<file path="src/fpfa_pkg.sv">
// fpfa_pkg: shared widths, codes and types of the fixed partition fit allocator
// no dependencies; compiled first

package fpfa_pkg;

   localparam int DEFAULT_SLOTS = 16;

   // payload field widths
   localparam int ACT_W      = 2;
   localparam int SLOT_W     = 4;
   localparam int BYTES_W    = 16;
   localparam int ID_W       = 8;
   localparam int STAT_W     = 3;
   localparam int GID_W      = 5;
   localparam int POL_W      = 2;
   localparam int ACNT_W     = 5;
   localparam int CSR_IDX_W  = 2;
   localparam int CSR_DATA_W = 5;

   // action codes of an input beat
   localparam logic [ACT_W-1:0] ACT_LOAD  = 2'd0;
   localparam logic [ACT_W-1:0] ACT_ALLOC = 2'd1;
   localparam logic [ACT_W-1:0] ACT_FREE  = 2'd2;

   // result status codes
   localparam logic [STAT_W-1:0] STAT_ALLOCATED = 3'd0;
   localparam logic [STAT_W-1:0] STAT_NO_FIT    = 3'd1;
   localparam logic [STAT_W-1:0] STAT_FREED     = 3'd2;
   localparam logic [STAT_W-1:0] STAT_NOT_ALLOC = 3'd3;
   localparam logic [STAT_W-1:0] STAT_INVALID   = 3'd4;
   localparam logic [STAT_W-1:0] STAT_LOADED    = 3'd5;

   // fit policies
   localparam logic [POL_W-1:0] POL_FIRST = 2'd0;
   localparam logic [POL_W-1:0] POL_BEST  = 2'd1;
   localparam logic [POL_W-1:0] POL_WORST = 2'd2;

   // register indexes
   localparam logic [CSR_IDX_W-1:0] CSR_FIT_POLICY   = 2'd0;
   localparam logic [CSR_IDX_W-1:0] CSR_ACTIVE_COUNT = 2'd1;

   // operation carried by the scan token
   typedef enum logic [1:0] {
      OP_NONE,
      OP_LOAD,
      OP_ALLOC,
      OP_FREE
   } op_type;

   // scan token handed from cell to cell
   typedef struct packed {
      logic               valid;
      op_type             op;
      logic [BYTES_W-1:0] arg;        // request size or load size
      logic               found;
      logic [BYTES_W-1:0] best_size;
      logic               freed;
      logic [1:0]         free_cnt;   // saturates at two
   } tok_type;

   typedef struct packed {
      logic [STAT_W-1:0] status;
      logic [GID_W-1:0]  granted_id;
      logic              all_full;
   } res_type;

endpackage

</file>
<file path="src/fpfa_req_if.sv">
// fpfa_req_if: input channel, valid/ready plus request payload
// depends on fpfa_pkg

interface fpfa_req_if;
   logic                          valid;
   logic                          ready;
   logic [fpfa_pkg::ACT_W-1:0]    action;
   logic [fpfa_pkg::SLOT_W-1:0]   slot_index;
   logic [fpfa_pkg::BYTES_W-1:0]  partition_bytes;
   logic [fpfa_pkg::BYTES_W-1:0]  request_size;
   logic [fpfa_pkg::ID_W-1:0]     block_id;

   modport source (
      output valid, action, slot_index, partition_bytes, request_size, block_id,
      input  ready
   );
   modport sink (
      input  valid, action, slot_index, partition_bytes, request_size, block_id,
      output ready
   );
endinterface

</file>
<file path="src/fpfa_rsp_if.sv">
// fpfa_rsp_if: result channel, valid/ready plus result payload
// depends on fpfa_pkg

interface fpfa_rsp_if;
   logic                         valid;
   logic                         ready;
   logic [fpfa_pkg::STAT_W-1:0]  status;
   logic [fpfa_pkg::GID_W-1:0]   granted_id;
   logic                         all_full;

   modport source (
      output valid, status, granted_id, all_full,
      input  ready
   );
   modport sink (
      input  valid, status, granted_id, all_full,
      output ready
   );
endinterface

</file>
<file path="src/fpfa_csr_if.sv">
// fpfa_csr_if: register write channel, valid/ready plus index and data
// depends on fpfa_pkg

interface fpfa_csr_if;
   logic                             valid;
   logic                             ready;
   logic [fpfa_pkg::CSR_IDX_W-1:0]   index;
   logic [fpfa_pkg::CSR_DATA_W-1:0]  data;

   modport source (
      output valid, index, data,
      input  ready
   );
   modport sink (
      input  valid, index, data,
      output ready
   );
endinterface

</file>
<file path="src/fixed_partition_fit_allocator.sv">
// Fixed partition allocator with first, best and worst fit. Each input beat
// (load, allocate or free) sends one token down a chain of SLOTS cells, one
// cell per cycle, and yields exactly one result beat. The input is open only
// while the block is idle. The accept edge loads the token into the head
// register, each cell registers it in turn and the result is registered as
// it leaves the last cell, after which the input reopens once the output can
// take the result. The next beat is accepted even while the previous result
// still waits on the output; a second finished result then waits in a hold
// register and the input stays closed until the output frees. Partition
// sizes read as undefined until a load writes them; in-use marks and the
// two registers clear on reset. The user must write registers through the
// csr channel only while the block is idle; the block itself does not
// enforce it. Registers: index 0 fit policy, index 1 active count.
// depends on fpfa_pkg, the channel interfaces, fpfa_cell and fpfa_ctrl

module fixed_partition_fit_allocator #(
   parameter int   SLOTS = fpfa_pkg::DEFAULT_SLOTS,
   localparam int  IDX_W = (SLOTS > 1) ? $clog2(SLOTS) : 1,
   localparam int  CNT_W = $clog2(SLOTS + 1)
) (
   input  logic        clock,
   input  logic        reset,
   fpfa_req_if.sink    req_chan,
   fpfa_rsp_if.source  rsp_chan,
   fpfa_csr_if.sink    csr_chan
);
   import fpfa_pkg::*;

   // token path: entry k feeds cell k, entry SLOTS is the chain output
   tok_type            tok_chain  [0:SLOTS];
   logic [IDX_W-1:0]   tgt_chain  [0:SLOTS];
   logic [IDX_W-1:0]   best_chain [0:SLOTS];

   // broadcast from the controller to every cell
   logic [POL_W-1:0]   policy;
   logic [CNT_W-1:0]   live;
   logic               set_en;
   logic [IDX_W-1:0]   set_idx;

   // decode, registers and output stage
   fpfa_ctrl #(
      .SLOTS (SLOTS)
   ) u_ctrl (
      .clock     (clock),
      .reset     (reset),
      .req_chan  (req_chan),
      .rsp_chan  (rsp_chan),
      .csr_chan  (csr_chan),
      .policy    (policy),
      .live      (live),
      .tok_head  (tok_chain[0]),
      .tgt_head  (tgt_chain[0]),
      .tok_tail  (tok_chain[SLOTS]),
      .tgt_tail  (tgt_chain[SLOTS]),
      .best_tail (best_chain[SLOTS]),
      .set_en    (set_en),
      .set_idx   (set_idx)
   );

   // no candidate enters the chain; a cell fills it when it takes the token
   assign best_chain[0] = '0;

   // row of slot cells, lowest id first so ties go to the lower id
   for (genvar k = 0; k < SLOTS; k++) begin : g_cell
      fpfa_cell #(
         .SLOTS   (SLOTS),
         .CELL_ID (k)
      ) u_cell (
         .clock    (clock),
         .reset    (reset),
         .policy   (policy),
         .live     (live),
         .tok_in   (tok_chain[k]),
         .tgt_in   (tgt_chain[k]),
         .best_in  (best_chain[k]),
         .set_en   (set_en),
         .set_idx  (set_idx),
         .tok_out  (tok_chain[k+1]),
         .tgt_out  (tgt_chain[k+1]),
         .best_out (best_chain[k+1])
      );
   end

endmodule

</file>
<file path="src/fpfa_cell.sv">
// fpfa_cell: one partition slot of the chain, holds size and in-use mark
// depends on fpfa_pkg; one scan token passes through per cycle

module fpfa_cell #(
   parameter int   SLOTS   = fpfa_pkg::DEFAULT_SLOTS,
   parameter int   CELL_ID = 0,
   localparam int  IDX_W   = (SLOTS > 1) ? $clog2(SLOTS) : 1,
   localparam int  CNT_W   = $clog2(SLOTS + 1)
) (
   input  logic                       clock,
   input  logic                       reset,
   input  logic [fpfa_pkg::POL_W-1:0] policy,
   input  logic [CNT_W-1:0]           live,
   input  fpfa_pkg::tok_type          tok_in,
   input  logic [IDX_W-1:0]           tgt_in,
   input  logic [IDX_W-1:0]           best_in,
   input  logic                       set_en,
   input  logic [IDX_W-1:0]           set_idx,
   output fpfa_pkg::tok_type          tok_out,
   output logic [IDX_W-1:0]           tgt_out,
   output logic [IDX_W-1:0]           best_out
);
   import fpfa_pkg::*;

   localparam logic [IDX_W-1:0] MY_IDX = IDX_W'(CELL_ID);

   logic [BYTES_W-1:0] size_ff, size_in;
   logic               use_ff, use_in;
   tok_type            tok_ff, tok_in_next;
   logic [IDX_W-1:0]   tgt_ff, best_ff, best_in_next;
   logic               active, hit, free_now, fits, take;

   assign active   = live > CNT_W'(CELL_ID);
   assign hit      = tok_in.valid && (tgt_in == MY_IDX);
   assign free_now = active && !use_ff;
   assign fits     = size_ff >= tok_in.arg;

   // allocate candidate selection; ties keep the lower id already held
   always_comb begin
      case (policy)
         POL_WORST: take = free_now && (!tok_in.found || size_ff > tok_in.best_size);
         POL_BEST:  take = free_now && fits && (!tok_in.found || size_ff < tok_in.best_size);
         default:   take = free_now && fits && !tok_in.found;
      endcase
   end

   always_comb begin
      size_in      = size_ff;
      use_in       = use_ff;
      tok_in_next  = tok_in;
      best_in_next = best_in;
      if (set_en && set_idx == MY_IDX) begin
         use_in = 1'b1;
      end
      if (tok_in.valid) begin
         case (tok_in.op)
            OP_LOAD: begin
               if (hit) begin
                  size_in = tok_in.arg;
                  use_in  = 1'b0;
               end
            end
            OP_FREE: begin
               if (hit && use_ff) begin
                  use_in            = 1'b0;
                  tok_in_next.freed = 1'b1;
               end
            end
            OP_ALLOC: begin
               if (take) begin
                  tok_in_next.found     = 1'b1;
                  tok_in_next.best_size = size_ff;
                  best_in_next          = MY_IDX;
               end
            end
            default: begin
            end
         endcase
         // count free active slots as they stand after this beat's update
         if (active && !use_in && tok_in.free_cnt != 2'd2) begin
            tok_in_next.free_cnt = tok_in.free_cnt + 2'd1;
         end
      end
   end

   always_ff @(posedge clock) begin
      if (reset) begin
         use_ff <= 1'b0;
         tok_ff <= '0;
      end else begin
         use_ff <= use_in;
         tok_ff <= tok_in_next;
      end
   end

   always_ff @(posedge clock) begin
      size_ff <= size_in;
      tgt_ff  <= tgt_in;
      best_ff <= best_in_next;
   end

   assign tok_out  = tok_ff;
   assign tgt_out  = tgt_ff;
   assign best_out = best_ff;

endmodule

</file>
<file path="src/fpfa_ctrl.sv">
// fpfa_ctrl: registers, beat decode, token launch and result delivery
// depends on fpfa_pkg and the channel interfaces

module fpfa_ctrl #(
   parameter int   SLOTS = fpfa_pkg::DEFAULT_SLOTS,
   localparam int  IDX_W = (SLOTS > 1) ? $clog2(SLOTS) : 1,
   localparam int  CNT_W = $clog2(SLOTS + 1)
) (
   input  logic                       clock,
   input  logic                       reset,
   fpfa_req_if.sink                   req_chan,
   fpfa_rsp_if.source                 rsp_chan,
   fpfa_csr_if.sink                   csr_chan,
   output logic [fpfa_pkg::POL_W-1:0] policy,
   output logic [CNT_W-1:0]           live,
   output fpfa_pkg::tok_type          tok_head,
   output logic [IDX_W-1:0]           tgt_head,
   input  fpfa_pkg::tok_type          tok_tail,
   input  logic [IDX_W-1:0]           tgt_tail,
   input  logic [IDX_W-1:0]           best_tail,
   output logic                       set_en,
   output logic [IDX_W-1:0]           set_idx
);
   import fpfa_pkg::*;

   typedef enum logic [1:0] {
      S_IDLE,
      S_SCAN,
      S_HOLD
   } state_type;

   state_type          state_ff, state_in;
   tok_type            head_ff, head_in;
   logic [IDX_W-1:0]   tgt_ff, tgt_in;
   res_type            rsp_ff, rsp_in, hold_ff, hold_in, done_res;
   logic               rsp_valid_ff, rsp_valid_in;
   logic [POL_W-1:0]   policy_ff, policy_in;
   logic [ACNT_W-1:0]  active_ff, active_in;
   logic               req_fire, csr_fire, out_free, slot_ok, id_ok, alloc_ok;

   assign req_fire = req_chan.valid && req_chan.ready;
   assign csr_fire = csr_chan.valid && csr_chan.ready;
   assign out_free = !rsp_valid_ff || rsp_chan.ready;

   assign live    = (32'(active_ff) > SLOTS) ? CNT_W'(SLOTS) : CNT_W'(active_ff);
   assign slot_ok = 32'(req_chan.slot_index) < SLOTS;
   assign id_ok   = (req_chan.block_id != '0) && (32'(req_chan.block_id) <= 32'(live));

   // worst fit carries the largest free slot even when it is too small
   assign alloc_ok = tok_tail.found && (tok_tail.best_size >= tok_tail.arg);

   // result of the token leaving the last cell
   always_comb begin
      done_res.granted_id = '0;
      case (tok_tail.op)
         OP_LOAD: done_res.status = STAT_LOADED;
         OP_ALLOC: begin
            if (alloc_ok) begin
               done_res.status     = STAT_ALLOCATED;
               done_res.granted_id = GID_W'(32'(best_tail) + 1);
            end else begin
               done_res.status = STAT_NO_FIT;
            end
         end
         OP_FREE: begin
            if (tok_tail.freed) begin
               done_res.status     = STAT_FREED;
               done_res.granted_id = GID_W'(32'(tgt_tail) + 1);
            end else begin
               done_res.status = STAT_NOT_ALLOC;
            end
         end
         default: done_res.status = STAT_INVALID;
      endcase
      done_res.all_full = (tok_tail.free_cnt == 2'd0) ||
                          (tok_tail.op == OP_ALLOC && alloc_ok &&
                           tok_tail.free_cnt == 2'd1);
   end

   assign set_en  = tok_tail.valid && tok_tail.op == OP_ALLOC && alloc_ok;
   assign set_idx = best_tail;

   always_comb begin
      state_in     = state_ff;
      head_in      = head_ff;
      head_in.valid = 1'b0;
      tgt_in       = tgt_ff;
      rsp_in       = rsp_ff;
      hold_in      = hold_ff;
      rsp_valid_in = rsp_valid_ff && !rsp_chan.ready;
      policy_in    = policy_ff;
      active_in    = active_ff;

      if (csr_fire) begin
         case (csr_chan.index)
            CSR_FIT_POLICY:   policy_in = csr_chan.data[POL_W-1:0];
            CSR_ACTIVE_COUNT: active_in = csr_chan.data[ACNT_W-1:0];
            default: begin
            end
         endcase
      end

      case (state_ff)
         S_IDLE: begin
            if (req_fire) begin
               head_in.valid     = 1'b1;
               head_in.found     = 1'b0;
               head_in.best_size = '0;
               head_in.freed     = 1'b0;
               head_in.free_cnt  = 2'd0;
               head_in.arg       = (req_chan.action == ACT_ALLOC) ?
                                   req_chan.request_size : req_chan.partition_bytes;
               if (req_chan.action == ACT_LOAD) begin
                  tgt_in = IDX_W'(req_chan.slot_index);
               end else begin
                  tgt_in = IDX_W'(req_chan.block_id - 8'd1);
               end
               case (req_chan.action)
                  ACT_LOAD:  head_in.op = slot_ok ? OP_LOAD : OP_NONE;
                  ACT_ALLOC: head_in.op = OP_ALLOC;
                  ACT_FREE:  head_in.op = id_ok ? OP_FREE : OP_NONE;
                  default:   head_in.op = OP_NONE;
               endcase
               state_in = S_SCAN;
            end
         end
         S_SCAN: begin
            if (tok_tail.valid) begin
               if (out_free) begin
                  rsp_in       = done_res;
                  rsp_valid_in = 1'b1;
                  state_in     = S_IDLE;
               end else begin
                  hold_in  = done_res;
                  state_in = S_HOLD;
               end
            end
         end
         S_HOLD: begin
            if (out_free) begin
               rsp_in       = hold_ff;
               rsp_valid_in = 1'b1;
               state_in     = S_IDLE;
            end
         end
         default: state_in = S_IDLE;
      endcase
   end

   always_ff @(posedge clock) begin
      if (reset) begin
         state_ff     <= S_IDLE;
         head_ff      <= '0;
         rsp_valid_ff <= 1'b0;
         policy_ff    <= POL_FIRST;
         active_ff    <= '0;
      end else begin
         state_ff     <= state_in;
         head_ff      <= head_in;
         rsp_valid_ff <= rsp_valid_in;
         policy_ff    <= policy_in;
         active_ff    <= active_in;
      end
      tgt_ff  <= tgt_in;
      rsp_ff  <= rsp_in;
      hold_ff <= hold_in;
   end

   assign req_chan.ready      = state_ff == S_IDLE;
   assign csr_chan.ready      = 1'b1;
   assign rsp_chan.valid      = rsp_valid_ff;
   assign rsp_chan.status     = rsp_ff.status;
   assign rsp_chan.granted_id = rsp_ff.granted_id;
   assign rsp_chan.all_full   = rsp_ff.all_full;
   assign policy              = policy_ff;
   assign tok_head            = head_ff;
   assign tgt_head            = tgt_ff;

`ifndef SYNTHESIS
   // a token reaches the end of the chain only while a scan is open
   a_tail_in_scan: assert property (@(posedge clock) disable iff (reset)
      tok_tail.valid |-> state_ff == S_SCAN)
      else $error("token left the chain outside a scan");

   // an accepted beat closes the input until its result is out
   a_busy_after_accept: assert property (@(posedge clock) disable iff (reset)
      req_fire |=> !req_chan.ready)
      else $error("input reopened right after accept");

   // a result waits in the hold register only behind a pending output beat
   a_hold_needs_busy_out: assert property (@(posedge clock) disable iff (reset)
      state_ff == S_HOLD |-> rsp_valid_ff)
      else $error("result held while output was free");

   // only allocated and freed results carry an id
   a_id_only_when_granted: assert property (@(posedge clock) disable iff (reset)
      (rsp_valid_ff && rsp_ff.status != STAT_ALLOCATED && rsp_ff.status != STAT_FREED)
      |-> rsp_ff.granted_id == '0)
      else $error("id reported with a status that grants none");
`endif

endmodule

</file>
<file path="src/flat_wrapper.sv">
// flat-port wrapper written by rule: the top's interface ports become plain ports
module fixed_partition_fit_allocator_flat import fpfa_pkg::*;
#(
   parameter int   SLOTS = fpfa_pkg::DEFAULT_SLOTS,
   localparam int  IDX_W = (SLOTS > 1) ? $clog2(SLOTS) : 1,
   localparam int  CNT_W = $clog2(SLOTS + 1)
)
  (clock, reset, req_chan_valid, req_chan_action, req_chan_slot_index, req_chan_partition_bytes, req_chan_request_size, req_chan_block_id, req_chan_ready, rsp_chan_valid, rsp_chan_status, rsp_chan_granted_id, rsp_chan_all_full, rsp_chan_ready, csr_chan_valid, csr_chan_index, csr_chan_data, csr_chan_ready);
  fpfa_req_if req_chan_i ();
  fpfa_rsp_if rsp_chan_i ();
  fpfa_csr_if csr_chan_i ();
  input  logic clock;
  input  logic reset;
  input wire logic [$bits(req_chan_i.valid)-1:0] req_chan_valid;
  input wire logic [$bits(req_chan_i.action)-1:0] req_chan_action;
  input wire logic [$bits(req_chan_i.slot_index)-1:0] req_chan_slot_index;
  input wire logic [$bits(req_chan_i.partition_bytes)-1:0] req_chan_partition_bytes;
  input wire logic [$bits(req_chan_i.request_size)-1:0] req_chan_request_size;
  input wire logic [$bits(req_chan_i.block_id)-1:0] req_chan_block_id;
  output wire logic [$bits(req_chan_i.ready)-1:0] req_chan_ready;
  output wire logic [$bits(rsp_chan_i.valid)-1:0] rsp_chan_valid;
  output wire logic [$bits(rsp_chan_i.status)-1:0] rsp_chan_status;
  output wire logic [$bits(rsp_chan_i.granted_id)-1:0] rsp_chan_granted_id;
  output wire logic [$bits(rsp_chan_i.all_full)-1:0] rsp_chan_all_full;
  input wire logic [$bits(rsp_chan_i.ready)-1:0] rsp_chan_ready;
  input wire logic [$bits(csr_chan_i.valid)-1:0] csr_chan_valid;
  input wire logic [$bits(csr_chan_i.index)-1:0] csr_chan_index;
  input wire logic [$bits(csr_chan_i.data)-1:0] csr_chan_data;
  output wire logic [$bits(csr_chan_i.ready)-1:0] csr_chan_ready;
  assign req_chan_i.valid = req_chan_valid;
  assign req_chan_i.action = req_chan_action;
  assign req_chan_i.slot_index = req_chan_slot_index;
  assign req_chan_i.partition_bytes = req_chan_partition_bytes;
  assign req_chan_i.request_size = req_chan_request_size;
  assign req_chan_i.block_id = req_chan_block_id;
  assign req_chan_ready = req_chan_i.ready;
  assign rsp_chan_valid = rsp_chan_i.valid;
  assign rsp_chan_status = rsp_chan_i.status;
  assign rsp_chan_granted_id = rsp_chan_i.granted_id;
  assign rsp_chan_all_full = rsp_chan_i.all_full;
  assign rsp_chan_i.ready = rsp_chan_ready;
  assign csr_chan_i.valid = csr_chan_valid;
  assign csr_chan_i.index = csr_chan_index;
  assign csr_chan_i.data = csr_chan_data;
  assign csr_chan_ready = csr_chan_i.ready;
  fixed_partition_fit_allocator #(.SLOTS(SLOTS)) u_core (.clock(clock), .reset(reset), .req_chan(req_chan_i), .rsp_chan(rsp_chan_i), .csr_chan(csr_chan_i));
endmodule
</file>
<file path="config.mk">
export PLATFORM = sky130hd
export DESIGN_NAME = fixed_partition_fit_allocator_flat
export DESIGN_NICKNAME = d
export VERILOG_FILES = /design/src/fpfa_pkg.sv /design/src/fpfa_req_if.sv /design/src/fpfa_rsp_if.sv /design/src/fpfa_csr_if.sv /design/src/fixed_partition_fit_allocator.sv /design/src/fpfa_cell.sv /design/src/fpfa_ctrl.sv /design/src/flat_wrapper.sv
export SDC_FILE = /design/constraint.sdc
export NUM_CORES = 2
export LEC_CHECK = 0
export CAP_MARGIN = 5
export CORE_UTILIZATION = 58
export DETAILED_ROUTE_END_ITERATION = 7
export DONT_BUFFER_PORTS = 1
export GPL_TIMING_DRIVEN = 0
export PLACE_DENSITY = 0.76
export SLEW_MARGIN = 20
export SYNTH_ARGS = -nofsm -noshare
export SYNTH_HDL_FRONTEND = slang
export SYNTH_HIERARCHICAL = 1
export SYNTH_SLANG_ARGS = --single-unit
</file>
<file path="constraint.sdc">
create_clock -name clock -period 3.2 [get_ports clock]
set_clock_uncertainty 0.2 [all_clocks]
set_input_delay 0.64 -clock clock [delete_from_list [all_inputs] [get_ports clock]]
set_output_delay 0.64 -clock clock [all_outputs]
set_load 0.01 [all_outputs]
</file>
==> metrics <==
post-route clock period utilization 107%; Final Worst Setup Slack -0.214 ns; NumNets Final 5741; root buffer cell sky130_fd_sc_hd__clkbuf_16; max cap viols 0; total of flip-flops plus latches after synthesis 1075; Die Wd 298 µm; result of the run finished with violations; peak fanout along the critical path 6; setup repair after global routing missed its margin true; ratio of total power to cell area 494 nW/µm²; clock tree from TritonCTS built; Non-Filler Cell Area, Final 57300 µm²; class of the most critical setup path reg -> reg; failing checks setup timing; Final setup violation count 29; GRT Total Usage 25.1%; via total after detailed routing 34700; maximum number of pins on one net before global-route repair 35; remaining antenna violation count 0; Top Ports 70; worst path arrival time 3.74 ns; number of buffers added by the clock tree synthesis step 109; floorplan die height 298 µm; mean area per synthesized cell 10.3 µm²; vias per inst 5.45; endpoint required time on the critical path 3.53 ns; number of filler cells placed in the layout 6604; Clock transition at path regs 0.06 ns; layout cell share with drive strength beyond 1 9.39%; final count of pins violating max slew 0; standard-cell row count 108; min Tclk post-route 3.41 ns; drt first-iter violations 1934; Netlist Area Pre-Place 50700 µm²; max-slew headroom at the worst pin 40.3%; post-detailed-placement cell area 52500 µm²; Port Buf Inserts 0; number of distinct library cells after synthesis 103; number of cells after detailed placement 6105; HPWL after detailed placement 83300 µm; upper clock frequency limit 0.293 GHz; share of the core filled with cells 66.2%; initial core utilization 58.5%; Primary FF master, synth sky130_fd_sc_hd__dfxtp_1; Die Area 88600 µm²; worst hold-check slack 0.0382 ns; total area of multi-input combinational cells 23900 µm²; global-route wire length before repair 180000 µm; placer's final routability congestion estimate 0.887; initial antenna violation count 0; area of all sequential standard cells 24300 µm²; clock latency at the later pin of the worst-skew pair 0.69 ns; number of H-tree levels 3; Worst-Margin Slew 0.891 ns; cell leakage power 22.8 nW; final non-filler cell total 6376; kind of start point of the critical path flip-flop; via count of the first global-routing pass 35400; Hold WC Path Type in -> reg; Synth async-reset ratio 0%; post-detailed-routing wire length 111000 µm; first drt pass iteration count 5; core outline area 86600 µm²; kind of end point of the critical path flip-flop; number of flops mapped to enable cells by yosys 278; Max VDD drop 0.544 mV; final hold viol count 0; Syn Inst Count 4909; per-cell routed wire length 17.4 µm; clk sink count 1075; post-synthesis sequential area ratio 48.0%; area delta synth->final 13.2%; Max Root-Sink Buffers 3; Yosys warnings 6; global-route congestion overflow total 0; DRC violations left 0
==> flip-flops by register name, summed over array words and instances (netlist names), 2 cells and up <==
name,count
u_core/u_ctrl/policy,2
u_core/u_ctrl/rsp_chan.status,3
u_core/u_ctrl/active_ff,5
u_core/g_cell.u_cell/best_out,64
u_core/g_cell.u_cell/use_ff,16
u_core/u_ctrl/hold_ff,9
u_core/u_ctrl/state_ff,2
u_core/g_cell.u_cell/size_ff,256
u_core/u_ctrl/tok_head,19
u_core/g_cell.u_cell/tok_out,624
u_core/u_ctrl/rsp_chan.granted_id,5
u_core/g_cell.u_cell/tgt_out,64
u_core/u_ctrl/tgt_head,4
==> cells by family after synthesis <==
family | Yosys count | share of synthesized area [%]
AND/OR/NAND/NOR | 1618 | 17.7
XOR/XNOR | 22 | 0.380
other | 3 | 0.0222
adder cells (fa/ha/maj) | 556 | 13.7
flip-flops | 1075 | 48.0
multiplexers | 285 | 5.63
AO/OA/AOI/OAI | 609 | 8.38
buffers and inverters | 741 | 6.17
==> cell usage in the layout (no fill, tap or decap), types with 47 or more instances in the layout <==
| cell type | n |
|---|---|
| sky130_fd_sc_hd__nor2b_1 | 105 |
| sky130_fd_sc_hd__o21ai_0 | 55 |
| sky130_fd_sc_hd__nand2b_1 | 559 |
| sky130_fd_sc_hd__nand2_1 | 135 |
| sky130_fd_sc_hd__clkbuf_16 | 112 |
| sky130_fd_sc_hd__dfxtp_1 | 789 |
| sky130_fd_sc_hd__nand4_1 | 107 |
| sky130_fd_sc_hd__edfxtp_1 | 278 |
| sky130_fd_sc_hd__buf_4 | 47 |
| sky130_fd_sc_hd__a211oi_1 | 49 |
| sky130_fd_sc_hd__inv_1 | 565 |
| sky130_fd_sc_hd__a21oi_1 | 213 |
| sky130_fd_sc_hd__clkbuf_1 | 130 |
| sky130_fd_sc_hd__nor2_1 | 399 |
| sky130_fd_sc_hd__ha_1 | 547 |
| sky130_fd_sc_hd__mux2i_1 | 283 |
==> layout make-up <==
| type | instances | share of cell area [%] |
|---|---|---|
| clock inverter | 45 | 1.05 |
| multi-input combinational | 3116 | 41.6 |
| tap | 1155 | 2.52 |
| inverter | 577 | 3.80 |
| sequential | 1075 | 42.4 |
| clock buffer | 159 | 5.51 |
| buffer | 164 | 1.68 |
| antenna | 1 | 0.00436 |
| timing repair buffer | 84 | 1.39 |
==> cells in the mapped netlist (102+ instances only) <==
cell | instances | area [µm²]
sky130_fd_sc_hd__edfxtp_1 | 278 | 8350
sky130_fd_sc_hd__nor2_1 | 403 | 1510
sky130_fd_sc_hd__a21oi_1 | 231 | 1160
sky130_fd_sc_hd__nand2b_1 | 560 | 3500
sky130_fd_sc_hd__inv_1 | 575 | 2160
sky130_fd_sc_hd__ha_1 | 556 | 6960
sky130_fd_sc_hd__clkbuf_1 | 102 | 383
sky130_fd_sc_hd__nand2_1 | 137 | 514
sky130_fd_sc_hd__nor2b_1 | 117 | 732
sky130_fd_sc_hd__nand4_1 | 107 | 669
sky130_fd_sc_hd__mux2i_1 | 283 | 2830
sky130_fd_sc_hd__dfxtp_1 | 797 | 16000
==> report_power, final <==
| part | switching [mW] | internal, mW |
|---|---|---|
| clock | 5.29 | 7.78 |
| combinational | 0.569 | 0.434 |
| sequential | 0.137 | 14.1 |
| total | 6.00 | 22.3 |
==> critical path, stage by stage (launching register included) <==
cell                        delay (ns)
sky130_fd_sc_hd__dfxtp_2          0.32
sky130_fd_sc_hd__inv_2            0.04
sky130_fd_sc_hd__ha_4             0.27
sky130_fd_sc_hd__nand4_1          0.19
sky130_fd_sc_hd__or4_4            0.48
sky130_fd_sc_hd__o32a_1           0.37
sky130_fd_sc_hd__a21oi_4          0.20
sky130_fd_sc_hd__and3_4           0.31
sky130_fd_sc_hd__nand2_2          0.06
sky130_fd_sc_hd__nor4bb_1         0.32
sky130_fd_sc_hd__o21ai_1          0.14
sky130_fd_sc_hd__o2111ai_2        0.13
sky130_fd_sc_hd__or2_0            0.15
sky130_fd_sc_hd__a21oi_1          0.07
==> metrics by stage <==
step / setup slack, ns / power [mW] / setup TNS, ns
after CTS: -0.251 / 28.5 / -5.22
after floorplan: 0.0221 / 15.2 / 0
after detailed placement: -0.465 / 15.5 / -13.32
after global routing: -0.357 / 29.2 / -7.66
final: -0.214 / 28.3 / -3.26
after global placement: -0.932 / 15.4 / -97.12
==> final timing paths <==
path	cells past startpoint	slack, ns	start	endpoint
max	13	-0.21	u_core/g_cell[15].u_cell/tok_out[31]$_SDFF_PP0_	u_core/g_cell[7].u_cell/tok_out[1]$_SDFF_PP0_
max reg2reg	13	-0.21	u_core/g_cell[15].u_cell/tok_out[31]$_SDFF_PP0_	u_core/g_cell[7].u_cell/tok_out[1]$_SDFF_PP0_
min	2	0.04	req_chan_slot_index[1]	u_core/u_ctrl/tgt_head[1]$_DFFE_PP_
min reg2reg	0	0.15	u_core/g_cell[5].u_cell/tgt_out[2]$_DFF_P_	u_core/g_cell[6].u_cell/tgt_out[2]$_DFF_P_
==> timing repair <==
item | 4_1_cts | 5_1_grt
cloned | 1 | 0
pin swaps | 38 | 41
setup endpoints to repair | 119 | 89
gates resized for setup | 63 | 42
hold buffers | 41 | 0
hold endpoints to repair | 27 | 0
setup buffers | 19 | 7
==> routing by layer <==
metal	vias up	track usage, %	part of all wire, %
li1	17200	-	-
met1	16600	31.2	44
met2	676	44.6	49
met3	213	3.20	3.7
met4	0	8.41	2.9
met5	-	0	0
(Power assumes the default switching activity.)
